<file path="src/rtl/i2cra_pkg.sv">
`default_nettype none
// ----------------------------------------------------------------------------
// I2C register access package
// Shared types and constants for the front end, word queue and bus engine.
// ----------------------------------------------------------------------------
package i2cra_pkg;

    localparam logic [1:0] OP_TICK  = 2'd0;
    localparam logic [1:0] OP_BEGW  = 2'd1;
    localparam logic [1:0] OP_BEGR  = 2'd2;
    localparam logic [1:0] OP_LOAD  = 2'd3;

    localparam logic [0:0] CFG_ACK_TIMEOUT = 1'd0;
    localparam logic [0:0] CFG_PHASE_TICKS = 1'd1;

    localparam logic [7:0] ACK_TIMEOUT_RST = 8'd250;
    localparam logic [7:0] PHASE_TICKS_RST = 8'd1;

    localparam logic [1:0] ERR_NONE = 2'd0;
    localparam logic [1:0] ERR_ADDR = 2'd1;
    localparam logic [1:0] ERR_DATA = 2'd2;

    typedef struct packed {
        logic [1:0] operation;
        logic [6:0] device_address;
        logic [7:0] register_address;
        logic [4:0] byte_count;
        logic [7:0] write_byte;
        logic       sda_in;
    } in_word_t;

    typedef struct packed {
        logic       scl;
        logic       sda_out;
        logic       sda_enable;
        logic [7:0] read_byte;
        logic       read_valid;
        logic       last_byte;
        logic       busy_res;
        logic       done_res;
        logic [1:0] error_code;
    } out_word_t;

endpackage
`default_nettype wire

</file>
<file path="src/rtl/i2c_master_register_access_unit.sv">
`default_nettype none
// ----------------------------------------------------------------------------
// I2C master register access unit
// Register-addressed burst read and write master advanced by tick words.
//
//   channel | handshake          | payload
//   in      | in_valid/in_stall  | in_word (in_word_t)
//   out     | out_valid/out_stall| out_word (out_word_t)
//   cfg     | cfg_valid/cfg_ready| cfg_index, cfg_data
//
// One word per cycle sustained unless stalled; each word passes through the
// queue and then the engine result register. The engine executes a word
// whenever the queue holds one and the result register is free or being
// taken. Reset is asynchronous and idles the engine but not its result
// register. Output stalls hold the engine and back up the two-entry queue.
// ----------------------------------------------------------------------------
module i2c_master_register_access_unit #(
    parameter int MAX_BYTES = 16
) (
    input  wire                   clk,
    input  wire                   rst_n,
    input  wire                   in_valid,
    output logic                  in_stall,
    input  i2cra_pkg::in_word_t   in_word,
    output logic                  out_valid,
    input  wire                   out_stall,
    output i2cra_pkg::out_word_t  out_word,
    input  wire                   cfg_valid,
    output logic                  cfg_ready,
    input  wire  [0:0]            cfg_index,
    input  wire  [7:0]            cfg_data
);
    import i2cra_pkg::*;

    logic      q_full, q_ne, go, out_valid_reg;
    in_word_t  q_word;
    logic [7:0] ack_timeout_reg, phase_ticks_reg;

    assign in_stall  = q_full;
    assign cfg_ready = 1'b1;
    assign out_valid = out_valid_reg;
    assign go        = q_ne && (!out_valid_reg || !out_stall);

    // Configuration registers.
    always_ff @(posedge clk or negedge rst_n)
    begin
        if (!rst_n)
        begin
            ack_timeout_reg <= ACK_TIMEOUT_RST;
            phase_ticks_reg <= PHASE_TICKS_RST;
        end
        else if (cfg_valid)
        begin
            if (cfg_index == CFG_ACK_TIMEOUT) ack_timeout_reg <= cfg_data;
            else                              phase_ticks_reg <= cfg_data;
        end
    end

    // Output valid tracks the engine result register.
    always_ff @(posedge clk or negedge rst_n)
    begin
        if (!rst_n) out_valid_reg <= 1'b0;
        else if (go) out_valid_reg <= 1'b1;
        else if (!out_stall) out_valid_reg <= 1'b0;
    end

    i2cra_queue u_queue (
        .clk       (clk),
        .rst_n     (rst_n),
        .push      (in_valid && !q_full),
        .push_word (in_word),
        .full      (q_full),
        .not_empty (q_ne),
        .pop       (go),
        .pop_word  (q_word)
    );

    i2cra_engine #(.MAX_BYTES(MAX_BYTES)) u_engine (
        .clk         (clk),
        .rst_n       (rst_n),
        .go          (go),
        .word        (q_word),
        .ack_timeout (ack_timeout_reg),
        .phase_ticks (phase_ticks_reg),
        .result      (out_word)
    );

    assert property (@(posedge clk) disable iff (!rst_n)
        out_valid && out_stall |=> out_valid && $stable(out_word))
        else $error("stalled result changed");
    assert property (@(posedge clk) disable iff (!rst_n) go |=> out_valid)
        else $error("executed word produced no result");
    assert property (@(posedge clk) disable iff (!rst_n) in_stall |-> q_ne)
        else $error("stall with empty queue");

endmodule
`default_nettype wire

</file>
<file path="src/rtl/i2cra_queue.sv">
`default_nettype none
// ----------------------------------------------------------------------------
// I2C register access word queue
// Small two-entry queue that decouples the front end from the bus engine.
// ----------------------------------------------------------------------------
module i2cra_queue (
    input  wire                 clk,
    input  wire                 rst_n,
    input  wire                 push,
    input  i2cra_pkg::in_word_t push_word,
    output logic                full,
    output logic                not_empty,
    input  wire                 pop,
    output i2cra_pkg::in_word_t pop_word
);
    import i2cra_pkg::*;

    in_word_t   mem_reg [2];
    logic       wr_ptr_reg, rd_ptr_reg;
    logic [1:0] cnt_reg;

    assign full      = (cnt_reg == 2'd2);
    assign not_empty = (cnt_reg != 2'd0);
    assign pop_word  = mem_reg[rd_ptr_reg];

    // Storage is written only on a push.
    always_ff @(posedge clk)
    begin
        if (push)
        begin
            mem_reg[wr_ptr_reg] <= push_word;
        end
    end

    // Pointers and fill count.
    always_ff @(posedge clk or negedge rst_n)
    begin
        if (!rst_n)
        begin
            wr_ptr_reg <= 1'b0;
            rd_ptr_reg <= 1'b0;
            cnt_reg    <= 2'd0;
        end
        else
        begin
            if (push) wr_ptr_reg <= ~wr_ptr_reg;
            if (pop)  rd_ptr_reg <= ~rd_ptr_reg;
            cnt_reg <= cnt_reg + {1'b0, push} - {1'b0, pop};
        end
    end

    assert property (@(posedge clk) disable iff (!rst_n) full |-> !push)
        else $error("queue overflow");
    assert property (@(posedge clk) disable iff (!rst_n) !not_empty |-> !pop)
        else $error("queue underflow");
    assert property (@(posedge clk) disable iff (!rst_n) cnt_reg != 2'd3)
        else $error("queue count out of range");

endmodule
`default_nettype wire

</file>
<file path="src/rtl/i2cra_engine.sv">
`default_nettype none
// ----------------------------------------------------------------------------
// I2C register access bus engine
// Executes one queued word per cycle while go is asserted: phase machine, write FIFO, result word.
// ----------------------------------------------------------------------------
module i2cra_engine #(
    parameter int MAX_BYTES = 16
) (
    input  wire                  clk,
    input  wire                  rst_n,
    input  wire                  go,
    input  i2cra_pkg::in_word_t  word,
    input  wire  [7:0]           ack_timeout,
    input  wire  [7:0]           phase_ticks,
    output i2cra_pkg::out_word_t result
);
    import i2cra_pkg::*;

    localparam int IW = (MAX_BYTES > 1) ? $clog2(MAX_BYTES) : 1;
    localparam int CW = $clog2(MAX_BYTES + 1);
    localparam logic [CW-1:0] MAXC = CW'(MAX_BYTES);

    localparam logic [4:0] PH_IDLE = 5'd0,  PH_S1 = 5'd1,   PH_S2 = 5'd2;
    localparam logic [4:0] PH_TXL = 5'd3,   PH_TXH = 5'd4,  PH_AKL = 5'd5;
    localparam logic [4:0] PH_AKH = 5'd6,   PH_AKW = 5'd7,  PH_RXL = 5'd8;
    localparam logic [4:0] PH_RXH = 5'd9,   PH_MAL = 5'd10, PH_MAH = 5'd11;
    localparam logic [4:0] PH_R1 = 5'd12,   PH_R2 = 5'd13,  PH_R3 = 5'd14;
    localparam logic [4:0] PH_P1 = 5'd15,   PH_P2 = 5'd16,  PH_P3 = 5'd17;

    localparam logic [1:0] K_ADDR_W = 2'd0, K_REG = 2'd1, K_ADDR_R = 2'd2, K_DATA = 2'd3;

    logic [4:0]    ph_reg, ph_next;
    logic [2:0]    bit_reg, bit_next;
    logic [7:0]    sh_reg, sh_next;
    logic [CW-1:0] rem_reg, rem_next;
    logic [7:0]    wait_reg, wait_next;
    logic [7:0]    pc_reg, pc_next;
    logic [CW-1:0] fcnt_reg, fcnt_next;
    logic [CW-1:0] fidx_reg, fidx_next;
    logic [6:0]    taddr_reg, taddr_next;
    logic [7:0]    treg_reg, treg_next;
    logic          rd_reg, rd_next;
    logic [1:0]    kind_reg, kind_next;
    logic [1:0]    perr_reg, perr_next;
    logic [7:0]    fifo_mem [MAX_BYTES];
    logic [7:0]    fifo_q;
    out_word_t     res_reg, res_next;

    logic [7:0] pt;
    logic [7:0] pc_inc, w_inc;
    logic       fifo_wr;
    logic [7:0] rx_sh;

    assign result = res_reg;
    assign pt     = (phase_ticks == 8'd0) ? 8'd1 : phase_ticks;
    assign pc_inc = pc_reg + 8'd1;
    assign w_inc  = wait_reg + 8'd1;
    assign fifo_q = fifo_mem[fidx_reg[IW-1:0]];
    assign rx_sh  = {sh_reg[6:0], word.sda_in};

    // Write FIFO storage.
    always_ff @(posedge clk)
    begin
        if (fifo_wr)
        begin
            fifo_mem[fcnt_reg[IW-1:0]] <= word.write_byte;
        end
    end

    // Phase machine and result formation.
    always_comb
    begin
        logic          ack_done, acked;
        ph_next = ph_reg;     bit_next = bit_reg;     sh_next = sh_reg;
        rem_next = rem_reg;   wait_next = wait_reg;   pc_next = pc_reg;
        fcnt_next = fcnt_reg; fidx_next = fidx_reg;   taddr_next = taddr_reg;
        treg_next = treg_reg; rd_next = rd_reg;       kind_next = kind_reg;
        perr_next = perr_reg; fifo_wr = 1'b0;
        ack_done = 1'b0;      acked = 1'b0;
        res_next = '0;

        if (ph_reg == PH_IDLE)
        begin
            if (word.operation == OP_BEGW || word.operation == OP_BEGR)
            begin
                taddr_next = word.device_address;
                treg_next  = word.register_address;
                rem_next   = (int'(word.byte_count) > MAX_BYTES) ? MAXC :
                             CW'(word.byte_count);
                rd_next    = (word.operation == OP_BEGR);
                fidx_next  = '0;
                perr_next  = ERR_NONE;
                pc_next    = 8'd0;
                wait_next  = 8'd0;
                ph_next    = PH_S1;
            end
            else if (word.operation == OP_LOAD && fcnt_reg < MAXC)
            begin
                fifo_wr   = 1'b1;
                fcnt_next = fcnt_reg + 1'b1;
            end
        end
        else if (word.operation == OP_TICK)
        begin
            if (ph_reg == PH_AKW)
            begin
                pc_next = 8'd0;
                if (!word.sda_in)
                begin
                    ack_done = 1'b1;
                    acked    = 1'b1;
                end
                else
                begin
                    wait_next = w_inc;
                    if (w_inc == 8'd0 || w_inc >= ack_timeout) ack_done = 1'b1;
                end
            end
            else
            begin
                pc_next = pc_inc;
                if (pc_inc >= pt || pc_inc == 8'd0)
                begin
                    pc_next = 8'd0;
                    case (ph_reg)
                        PH_S1:  ph_next = PH_S2;
                        PH_S2:
                        begin
                            sh_next = {taddr_reg, 1'b0}; kind_next = K_ADDR_W;
                            bit_next = 3'd0; ph_next = PH_TXL;
                        end
                        PH_TXL: ph_next = PH_TXH;
                        PH_TXH:
                        begin
                            if (bit_reg == 3'd7) ph_next = PH_AKL;
                            else
                            begin
                                bit_next = bit_reg + 3'd1;
                                sh_next  = {sh_reg[6:0], 1'b0};
                                ph_next  = PH_TXL;
                            end
                        end
                        PH_AKL: ph_next = PH_AKH;
                        PH_AKH:
                        begin
                            wait_next = 8'd0; ph_next = PH_AKW;
                        end
                        PH_RXL: ph_next = PH_RXH;
                        PH_RXH:
                        begin
                            sh_next = rx_sh;
                            if (bit_reg == 3'd7)
                            begin
                                res_next.read_byte  = rx_sh;
                                res_next.read_valid = 1'b1;
                                res_next.last_byte  = (rem_reg == CW'(1));
                                if (rem_reg != '0) rem_next = rem_reg - 1'b1;
                                ph_next = PH_MAL;
                            end
                            else
                            begin
                                bit_next = bit_reg + 3'd1; ph_next = PH_RXL;
                            end
                        end
                        PH_MAL: ph_next = PH_MAH;
                        PH_MAH:
                        begin
                            if (rem_reg == '0) ph_next = PH_P1;
                            else
                            begin
                                sh_next = 8'd0; bit_next = 3'd0; ph_next = PH_RXL;
                            end
                        end
                        PH_R1:  ph_next = PH_R2;
                        PH_R2:  ph_next = PH_R3;
                        PH_R3:
                        begin
                            sh_next = {taddr_reg, 1'b1}; kind_next = K_ADDR_R;
                            bit_next = 3'd0; ph_next = PH_TXL;
                        end
                        PH_P1:  ph_next = PH_P2;
                        PH_P2:  ph_next = PH_P3;
                        PH_P3:
                        begin
                            res_next.done_res   = 1'b1;
                            res_next.error_code = perr_reg;
                            perr_next = ERR_NONE;
                            if (!rd_reg) fcnt_next = '0;
                            ph_next = PH_IDLE;
                        end
                        default: ph_next = PH_IDLE;
                    endcase
                end
            end
        end

        // Acknowledge outcome, including the next data byte fetch.
        if (ack_done)
        begin
            logic data_next;
            data_next = 1'b0;
            case (kind_reg)
                K_ADDR_W:
                begin
                    if (acked)
                    begin
                        sh_next = treg_reg; kind_next = K_REG;
                        bit_next = 3'd0; ph_next = PH_TXL;
                    end
                    else
                    begin
                        perr_next = ERR_ADDR; ph_next = PH_P1;
                    end
                end
                K_REG:
                begin
                    if (rd_reg) ph_next = PH_R1;
                    else data_next = 1'b1;
                end
                K_ADDR_R:
                begin
                    if (!acked)
                    begin
                        perr_next = ERR_ADDR; ph_next = PH_P1;
                    end
                    else if (rem_reg == '0) ph_next = PH_P1;
                    else
                    begin
                        sh_next = 8'd0; bit_next = 3'd0; ph_next = PH_RXL;
                    end
                end
                default:
                begin
                    if (acked) data_next = 1'b1;
                    else
                    begin
                        perr_next = ERR_DATA; ph_next = PH_P1;
                    end
                end
            endcase
            if (data_next)
            begin
                if (rem_reg == '0) ph_next = PH_P1;
                else
                begin
                    sh_next   = (fidx_reg < fcnt_reg) ? fifo_q : 8'd0;
                    fidx_next = fidx_reg + 1'b1;
                    rem_next  = rem_reg - 1'b1;
                    kind_next = K_DATA; bit_next = 3'd0; ph_next = PH_TXL;
                end
            end
        end

        // Line levels after this word.
        res_next.scl = 1'b1; res_next.sda_out = 1'b1; res_next.sda_enable = 1'b1;
        case (ph_next)
            PH_S2:  res_next.sda_out = 1'b0;
            PH_TXL:
            begin
                res_next.scl = 1'b0; res_next.sda_out = sh_next[7];
            end
            PH_TXH: res_next.sda_out = sh_next[7];
            PH_AKL, PH_RXL:
            begin
                res_next.scl = 1'b0; res_next.sda_enable = 1'b0;
            end
            PH_AKH, PH_AKW, PH_RXH: res_next.sda_enable = 1'b0;
            PH_MAL:
            begin
                res_next.scl = 1'b0; res_next.sda_out = (rem_next == '0);
            end
            PH_MAH: res_next.sda_out = (rem_next == '0);
            PH_R1:  res_next.scl = 1'b0;
            PH_R3:  res_next.sda_out = 1'b0;
            PH_P1:
            begin
                res_next.scl = 1'b0; res_next.sda_out = 1'b0;
            end
            PH_P2:  res_next.sda_out = 1'b0;
            default: ;
        endcase
        res_next.busy_res = (ph_next != PH_IDLE);
    end

    // State registers; the result register advances only on an executed word.
    always_ff @(posedge clk or negedge rst_n)
    begin
        if (!rst_n)
        begin
            ph_reg <= PH_IDLE;   bit_reg <= '0;   sh_reg <= '0;    rem_reg <= '0;
            wait_reg <= '0;      pc_reg <= '0;    fcnt_reg <= '0;  fidx_reg <= '0;
            taddr_reg <= '0;     treg_reg <= '0;  rd_reg <= 1'b0;  kind_reg <= '0;
            perr_reg <= ERR_NONE;
        end
        else if (go)
        begin
            ph_reg <= ph_next;   bit_reg <= bit_next;   sh_reg <= sh_next;
            rem_reg <= rem_next; wait_reg <= wait_next; pc_reg <= pc_next;
            fcnt_reg <= fcnt_next; fidx_reg <= fidx_next; taddr_reg <= taddr_next;
            treg_reg <= treg_next; rd_reg <= rd_next;   kind_reg <= kind_next;
            perr_reg <= perr_next;
        end
    end

    always_ff @(posedge clk)
    begin
        if (go) res_reg <= res_next;
    end

    assert property (@(posedge clk) disable iff (!rst_n) ph_reg <= PH_P3)
        else $error("bad bus phase");
    assert property (@(posedge clk) disable iff (!rst_n) fcnt_reg <= MAXC)
        else $error("write FIFO count overflow");
    assert property (@(posedge clk) disable iff (!rst_n) rem_reg <= MAXC)
        else $error("byte count overflow");

endmodule
`default_nettype wire
</file>
<file path="config.mk">
export PLATFORM = sky130hd
export DESIGN_NAME = i2c_master_register_access_unit
export DESIGN_NICKNAME = d
export VERILOG_FILES = /design/src/rtl/i2cra_pkg.sv /design/src/rtl/i2c_master_register_access_unit.sv /design/src/rtl/i2cra_queue.sv /design/src/rtl/i2cra_engine.sv
export SDC_FILE = /design/constraint.sdc
export NUM_CORES = 1
export LEC_CHECK = 0
export BUFFER_PORTS_ARGS = -buffer_cell sky130_fd_sc_hd__buf_2
export CAP_MARGIN = 15
export CORE_MARGIN = 4
export CORE_UTILIZATION = 55
export CTS_CLUSTER_SIZE = 28
export DETAILED_ROUTE_END_ITERATION = 8
export PLACE_DENSITY = 0.71
export SLEW_MARGIN = 20
export SYNTH_ARGS = -nofsm -noshare
export SYNTH_HDL_FRONTEND = slang
export SYNTH_SLANG_ARGS = --single-unit
</file>
<file path="constraint.sdc">
create_clock -name clk -period 5.8 [get_ports clk]
set_input_delay 1.45 -clock clk [delete_from_list [all_inputs] [get_ports clk]]
set_output_delay 1.45 -clock clk [all_outputs]
set_load 0.05 [all_outputs]
</file>
# ---- Word level (Yosys, flattened, before mapping)
# Memory sizes are Yosys's and may differ from the RTL's.
# Cells that the tools add are included.
# Widths: inputs -> output; s select.
dict set report classes {
  mul 0
  n_mux 130
  div_mod_pow 0
  magnitude_cmp 5
  bitwise 8
  shifts 0
  n_reduce_logical 44
  n_addsub 8
  n_eq_ne 46
}
# cell count
set op_table {}
lappend op_table {{$mux 8} 25}
lappend op_table {{$mux 5} 34}
lappend op_table {{$eq 5x4->1 const B} 15}
lappend op_table {{$pmux 5 s14} 1}
lappend op_table {{$mux 3} 16}
lappend op_table {{$eq 5x3->1 const B} 8}
lappend op_table {{$mux 2} 20}
lappend op_table {{$pmux 8 s5} 1}
lappend op_table {{$logic_not 8->1} 3}
lappend op_table {{$mux 1} 23}
lappend op_table {{$eq 5x2->1 const B} 4}
lappend op_table {{$add 8x1->8 const B} 2}
lappend op_table {{$ge 8x8->1} 2}
lappend op_table {{$pmux 8 s2} 1}
lappend op_table {{$eq 5x5->1 const B} 3}
lappend op_table {{$logic_not 5->1} 3}
lappend op_table {{$pmux 5 s3} 1}
lappend op_table {{$reduce_or 5->1} 3}
lappend op_table {{$reduce_or 6->1} 2}
lappend op_table {{$add 5x1->5 const B} 2}
lappend op_table {{$eq 5x1->1 const B} 2}
lappend op_table {{$reduce_bool 5->1} 2}
lappend op_table {{$reduce_or 2->1} 5}
lappend op_table {{$pmux 3 s3} 1}
lappend op_table {{30 further kinds} 62}
dict set report word_totals {
  regBits 105
  n_memories 2
  ram_bits 190
  inputBits 45
  latchBits 0
  out_inout_bits 20
  romBits 0
}
# memory depth word_bits rd rd_ports_with_merged_regs write_ports line_no
set memory_table {}
lappend memory_table {u_engine.fifo_mem 16 8 1 0 1 i2cra_engine.sv:45} ;# logic [7:0] fifo_mem [MAX_BYTES];
lappend memory_table {u_queue.mem_reg 2 31 1 0 1 i2cra_queue.sv:18} ;# in_word_t mem_reg [2];

# ---- Depth between registers and ports, before layout
# Gate-level depths: netlist of the first run.
dict set report logic_depth {
  ltp_word 15
  ltp_mapped 17
}

# ---- Modules after synthesis
# From an unflattened synthesis of the first run, not the netlist that was laid out.
dict set report hier_totals {
  hier_cells 1006
  hier_area_um2 13968.4
}
# mod cells_per_inst area_each_um2 n_inst
set modules_own_cells {}
lappend modules_own_cells {i2cra_engine 853 10670.2 1}
lappend modules_own_cells {i2cra_queue 112 2590.0 1}
lappend modules_own_cells {i2c_master_register_access_unit 41 708.2 1}

# ---- Worst setup path before layout of the first run
# Ideal clock, no wire load.
dict set report synth_path {
  path_type {reg-to-reg}
  startpoint {register u_engine.pc_reg[0]}
  endpoint {register u_engine.res_reg, in the netlist u_engine.result[15] (data pin)}
  required_ns 5.541
  synth_period_minus_slack_ns 3.760
  setup_slack_ns 2.040
  arrival_ns 3.501
  path_stages_with_launch 16
  path_cell_list {dfrtp_1 -> ha_1 -> nand2_1 -> or3_1 -> nand2_1 -> ha_1 -> a21o_1 -> a221o_1 -> a41oi_1 -> a21oi_2 -> buf_4 -> and3_1 -> a32oi_1 -> xnor2_1 -> a32oi_1 -> a211o_1}
}
# element line_no
set synth_lines {}
lappend synth_lines {{from (decl)} i2cra_engine.sv:37} ;# logic [7:0] pc_reg, pc_next;
lappend synth_lines {{from (signal assigned)} i2cra_engine.sv:298} ;# rem_reg <= rem_next; wait_reg <= wait_next; pc_reg <= pc_next;
lappend synth_lines {{to (signal assigned)} i2cra_engine.sv:307} ;# if (go) res_reg <= res_next;
lappend synth_lines {{to (decl)} i2cra_engine.sv:47} ;# out_word_t res_reg, res_next;

==> results.json, run 1 <==
{
  "status": "complete, no violations",
  "vdd.ir_drop.worst_v": 0.000297,
  "layout_setup_ws_ns": 1.50,
  "num_antenna_cells": 0,
  "cts-root-buf": "clkbuf_16",
  "core_area_um2": 23800,
  "hold_class": "flop to flop",
  "placed_area_um2": 14000,
  "place_hpwl_mm": 19.2,
  "max-slew-margin-rel": 0.349,
  "htreeDepth": 1,
  "utilization": 0.630,
  "leakage_uw": 0.00570,
  "synth_async_sr_flop_share": 0.298,
  "io_buffers": 63,
  "fillCellCount": 1813,
  "cts_made_buffers": 29,
  "syn-num-nets": 1103,
  "post_drt_wl_per_cell_um": 19.7,
  "worstMarginPinSlew_ns": 0.975,
  "rsz0062_at_grt": "no",
  "drt_pass1_iterations": 5,
  "fp.dieH_um": 164,
  "fp.dieW_um": 164,
  "synth_area_leaders": "edfxtp_1, dfrtp_1, mux4_2",
  "overflow": 0,
  "drv_cap": 0,
  "largest_reg_flops": 128,
  "post_cts_buffers": 0,
  "ys_ff_latch": 295,
  "fin_crit_ns": 4.30,
  "drive_gt1_frac": 0.177,
  "synth-edff-count": 207,
  "critPathLaunchType": "flop",
  "pre_cts_slack_ns": 1.55,
  "antenna_found_initial": 0,
  "grt_util_all_layers": 0.212,
  "rows": 56,
  "synth.largest_area_cell": "edfxtp_1",
  "final-setup-viol-count": 0,
  "ys_warn_count": 0,
  "num_io_pins": 65,
  "cts_tree": "yes",
  "initial_core_util": 0.566,
  "synth_top_area_frac": 0.462,
  "drt_iter0_markers": 902,
  "fin_tns_setup_ns": 0,
  "cts_max_path_buffers": 3,
  "gp_congestion": 0.926,
  "grt_pass1_wl_mm": 44.9,
  "grt_pass1_vias": 8231,
  "clk_pin_slew_worst_paths_ns": 0.07,
  "skew_ns": 0.00869,
  "synth_area_per_cell_um2": 13.2,
  "arrival_ns": 4.61,
  "num_vias": 8399,
  "drc": 0,
  "insertion_delay_ns": 0.56,
  "ys_types": 72,
  "netlist_area_um2": 13400,
  "holdBufCountCts": 0,
  "endpoint_kind": "flop",
  "finalNetCount": 1159,
  "cp_max_fo": 14,
  "syn2layout_area_growth_pct": 11.2,
  "crit_type": "flop to flop",
  "die_area_um2": 27000,
  "grt_max_degree": 57,
  "clock-sinks": 295,
  "power_density_nw_per_um2": 409,
  "max_freq_mhz": 233,
  "design_area_um2": 15000,
  "period_share": 0.741,
  "drt_wl_total_mm": 28.0,
  "antenna_left": 0,
  "cts_resized": 0,
  "drv_slew": 0,
  "syn_inst": 1022,
  "synth_sequential_area_ratio": 0.627,
  "hold_viol_final": 0,
  "worstPathRequired_ns": 6.11,
  "via_per_inst": 5.91,
  "synth_ff_type": "edfxtp_1"
}
## critical path, cell delays in order (launching register included)
cell and delay, ns:
dfrtp_1 0.46, ha_1 0.28, nand2_1 0.11, o21ai_0 0.23
nand2_1 0.12, ha_1 0.31, and3_1 0.17, a221o_1 0.15
a41oi_1 0.07, a21oi_2 0.55, nand4b_1 0.45, nand2_1 0.16
o21ai_0 0.10, a222oi_1 0.53, nor3_1 0.10, a211o_1 0.25
## logic make-up after synthesis
group	Yosys count	share of synthesized area
flops	295	0.627
simple gates	291	0.102
compound gates	202	0.0957
buf+inv	93	0.0277
mux	80	0.0986
fa+ha+maj	36	0.0335
xor+xnor	24	0.0156
other cells	1	0.000279
## report_power, final
part	internal, uW	switching, uW
registers	2690	219
clock network	1020	774
logic	454	961
total	4160	1950
## area by class of cell
| cell class | count | area (um2) | share of cell area |
|---|---|---|---|
| clock buffer | 42 | 815 | 0.0545 |
| clock inverter | 12 | 93.8 | 0.00627 |
| inverter | 43 | 161 | 0.0108 |
| multi-input combinational | 634 | 4650 | 0.311 |
| sequential | 295 | 8430 | 0.564 |
| tap | 319 | 399 | 0.0267 |
| timing repair buffer | 75 | 408 | 0.0273 |
## per-stage QoR
step | instances | total power [uW] | hold WS, ns
detailed placement | 1366 | 4350 | 0.483
global placement | 1366 | 4320 | 0.468
floorplan | 1022 | 3930 | 0.449
global route | 1420 | 6430 | 0.528
CTS | 1420 | 6160 | 0.502
finish | 1420 | 6110 | 0.504
## worst paths after layout
check                                 startpoint               endpoint  slack [ns]  cells past startpoint
min reg2reg                u_engine.taddr_reg[3]  u_engine.taddr_reg[3]        0.50                      2
min                        u_engine.taddr_reg[3]  u_engine.taddr_reg[3]        0.50                      2
max                           u_engine.pc_reg[0]    u_engine.result[15]        1.50                     15
max in group asynchronous                  rst_n   u_engine.fidx_reg[0]        3.92                      2
min in group asynchronous                  rst_n     phase_ticks_reg[2]        0.94                      1
max reg2reg                   u_engine.pc_reg[0]    u_engine.result[15]        1.50                     15
## synth_stat cells, types with 3 or more instances
cell type and instances:
edfxtp_1 207, nand2_1 124, dfrtp_1 81, o21ai_0 73, nor2_1 53, inv_1 43
a21oi_1 42, mux4_2 40, ha_1 36, clkbuf_1 35, mux2i_1 21, mux2_2 19
nand3_1 19, xnor2_1 19, and2_1 16, nor3_1 16, nand2b_1 12, and3_1 11
a21o_1 8, a22o_1 8, a22oi_1 8, a31oi_1 8, buf_2 7, dfstp_2 7
nor2b_1 7, o31ai_1 7, nand4_1 6, nor3b_1 6, o22ai_1 6, buf_1 5
xor2_1 5, a211o_1 4, a32oi_1 4, nor4_1 4, a2111oi_0 3, o211ai_1 3
or3_1 3
## layer usage
metal  GRT usage  wire length, um  vias to the layer above
met2       0.347            13700                      305
met1       0.299            11900                     4111
met4      0.0564              669                        0
met3      0.0326             1710                       54
met5           0                0                        -
li1            -                -                     3929
## layout by cell type (no fill, tap or decap), types with 4 or more instances in the layout
cell       count
a22oi_1        8
nor3b_1        6
a211o_1        4
mux2_2        19
and2_1        16
nand2b_1      12
a32oi_1        4
mux2i_1       21
dfrtp_1       80
nor2b_1        7
clkbuf_1       9
nand2_1      124
inv_1         43
edfxtp_1     207
nor3_1        16
nand4_1        6
clkbuf_16     29
a22o_1         8
and3_1        11
nand3_1       19
o21ai_0       73
dfstp_2        7
xnor2_1       19
a31oi_1        8
nor4_1         4
nor2_1        52
a21o_1         8
buf_4         13
a21oi_1       42
o31ai_1        7
clkinv_1       5
o22ai_1        6
clkbuf_8       4
ha_1          36
clkinv_2       5
xor2_1         5
buf_2         62
mux4_2        40
Note: power is estimated with default switching activity, not from simulation.
==> run 2, diff against run 1 <==
--- a/config.mk
+++ b/config.mk
@@ -5,13 +5,14 @@
 export SDC_FILE = /design/constraint.sdc
 export NUM_CORES = 1
 export LEC_CHECK = 0
+export ABC_AREA = 1
 export BUFFER_PORTS_ARGS = -buffer_cell sky130_fd_sc_hd__buf_2
 export CAP_MARGIN = 15
 export CORE_MARGIN = 4
 export CORE_UTILIZATION = 55
 export CTS_CLUSTER_SIZE = 28
 export DETAILED_ROUTE_END_ITERATION = 8
-export PLACE_DENSITY = 0.71
+export PLACE_DENSITY = 0.73
 export SLEW_MARGIN = 20
 export SYNTH_ARGS = -nofsm -noshare
 export SYNTH_HDL_FRONTEND = slang
==> constraint.sdc (replaced) <==
create_clock -name clk -period 3.7 [get_ports clk]
set_input_delay 0.925 -clock clk [delete_from_list [all_inputs] [get_ports clk]]
set_output_delay 0.925 -clock clk [all_outputs]
set_load 0.05 [all_outputs]
==> results.json, run 2 <==
{
  "max-slew-margin-rel": 0.491,
  "htreeDepth": 1,
  "drt_wl_total_mm": 32.3,
  "crit_path_frequent_cell": "nor2_2",
  "status": "complete, no violations",
  "syn_inst": 1465,
  "endpoint_kind": "flop",
  "holdBufCountCts": 0,
  "final_common_cell": "nand2_1",
  "worstPathRequired_ns": 4.00,
  "synth_top_cells_by_count": "nand2_1, edfxtp_1, inv_1",
  "reg2regPathDepth": 19,
  "antenna_found_initial": 0,
  "die_area_um2": 28400,
  "ys_ff_latch": 295,
  "arrival_ns": 3.64,
  "multiInputGateArea_um2": 5000,
  "hold_class": "primary input to async pin",
  "fin_crit_ns": 3.34,
  "syn2layout_area_growth_pct": 12.9,
  "max_stage_delay_ns": 0.45,
  "clk_pin_slew_worst_paths_ns": 0.07,
  "cts_tree": "yes",
  "grt_max_degree": 80,
  "grt_util_all_layers": 0.226,
  "grt_pass1_wl_mm": 52.2,
  "drive_gt1_frac": 0.138,
  "overflow": 0,
  "via_per_inst": 5.60,
  "grt_pass1_vias": 10000,
  "drc": 0,
  "synth.largest_area_cell": "edfxtp_1",
  "power_density_nw_per_um2": 827,
  "clock-sinks": 295,
  "io_buffers": 63,
  "largest_reg_flops": 128,
  "finalNetCount": 1623,
  "num_io_pins": 65,
  "synthSimpleGateAreaFrac": 0.200,
  "insertion_delay_ns": 0.57,
  "period_share": 0.902,
  "mostFrequentLayoutCells": "nand2_1, edfxtp_1, inv_1, nor2_1, dfrtp_1",
  "cp_max_fo": 11,
  "cts-root-buf": "clkbuf_16",
  "synth_compound_area_frac": 0.111,
  "hold_viol_final": 0,
  "synth_top_family_by_area": "simple AND/OR/NAND/NOR gates",
  "syn-num-nets": 1546,
  "fillCellCount": 1996,
  "post_drt_wl_per_cell_um": 17.0,
  "drv_cap": 0,
  "r2r_start": "u_engine.pc_reg[0]",
  "cts_max_path_buffers": 3,
  "fp.dieH_um": 169,
  "fp.dieW_um": 169,
  "crit_type": "flop to flop",
  "leakage_uw": 0.00683,
  "num_antenna_cells": 0,
  "drt_iter0_markers": 986,
  "finalPower_uw": 13300,
  "netlist_area_um2": 14200,
  "synth_area_leaders": "edfxtp_1, dfrtp_1, nand2_1",
  "vdd.ir_drop.worst_v": 0.000605,
  "crit_path_top_delay_cell": "dfrtp_1",
  "synthAdderAreaFrac": 0.0317,
  "core_area_um2": 25300,
  "synth_async_sr_flop_share": 0.298,
  "worstMarginPinSlew_ns": 0.764,
  "synth_top_area_frac": 0.438,
  "crit_path_cell_trace": "nand3_1 > nor2_2 > xor2_2 > inv_1 > ha_1 > a21oi_1 > o21ai_0 > nor2_2 > nand2_2 > nand2_4 > nor2_2 > nand2_1 > o21ai_2 > nor2_2 > inv_1 > nor2_1 > nor2_1 > nand3_1 > nand3_1",
  "layout_setup_ws_ns": 0.364,
  "cts_made_buffers": 30,
  "ff_latch_area_um2": 8430,
  "skew_ns": 0.0242,
  "pre_cts_slack_ns": 0.363,
  "drv_slew": 0,
  "synth-edff-count": 207,
  "gp_congestion": 0.991,
  "ys_warn_count": 0,
  "synth_sequential_area_ratio": 0.594,
  "placed_area_um2": 15000,
  "synth_area_per_cell_um2": 9.69,
  "drt_pass1_iterations": 5,
  "max_freq_mhz": 300,
  "initial_core_util": 0.562,
  "critPathLaunchType": "flop",
  "design_area_um2": 16000,
  "synth_xor_area_frac": 0.00732,
  "antenna_left": 0,
  "r2r_end": "u_engine.result[15]",
  "fin_tns_setup_ns": 0,
  "yosysMostFrequentCell": "nand2_1",
  "rsz0062_at_grt": "no",
  "ys_types": 58,
  "final-setup-viol-count": 0,
  "regToRegSetupSlack_ns": 0.36,
  "rows": 58,
  "place_hpwl_mm": 22.0,
  "utilization": 0.635,
  "num_vias": 10600,
  "synth_ff_type": "edfxtp_1",
  "synthMuxAreaShare": 0.00141
}
==> run 2: stage by stage <==
step,instances,hold WS (ns)
6_report,1896,0.420
5_1_grt,1896,0.464
4_1_cts,1896,0.499
3_5_place_dp,1840,0.486
3_3_place_gp,1840,0.473
2_1_floorplan,1465,0.453
==> run 2: final cells by class <==
type                       count  area share
tap                          330      0.0258
sequential                   295       0.526
clock inverter                21      0.0168
inverter                     149      0.0351
timing repair buffer          98      0.0365
clock buffer                  35      0.0480
multi-input combinational    968       0.312
==> run 2: critical path: cells and delay by family, from the launching register on <==
kind	cells	cell delay [ns]
and+or+nand+nor	12	1.63
xor gates and xnor gates	1	0.21
buffers and inverters	2	0.14
adders and majority gates	1	0.29
AOI/OAI and AO/OA	3	0.35
DFF	1	0.45
==> run 2: per-layer routing <==
layer	up-vias	share of wire	global-route usage
met1	5018	0.44	0.330
met3	60	0.067	0.0294
li1	5169	-	-
met4	0	0.026	0.0610
met2	375	0.46	0.362
met5	-	0	0
==> run 2: worst max path at each step <==
stage,from,end,slack (ns),cells after the start
floorplan,u_queue.rd_ptr_reg,u_engine.result[15],0.67,20
global placement,u_engine.pc_reg[2],u_engine.result[15],0.43,19
detailed placement,u_engine.pc_reg[0],u_engine.result[15],0.36,19
CTS,u_engine.pc_reg[0],u_engine.result[15],0.32,19
global route,u_engine.pc_reg[0],u_engine.result[15],0.05,19
finish,u_engine.pc_reg[0],u_engine.result[15],0.36,19
==> run 2: logic make-up (layout without fill, tap and decap cells) <==
group,Yosys count,after routing
adder cells (fa/ha/maj),36,36
multiplexers,2,2
AO/OA/AOI/OAI,265,265
buffers and inverters,202,303
other,1,1
XOR/XNOR,11,11
AND/OR/NAND/NOR,653,653
flip-flops,295,295
==> run 2: power breakdown <==
part	switching [uW]	internal, uW
combinational	3700	1500
sequential	459	4470
clock	1280	1850
==> run 2: repair_timing <==
action	4_1_cts	5_1_grt
setup buffers	0	0
endpoints found under the setup margin	0	1
resized for setup	0	1
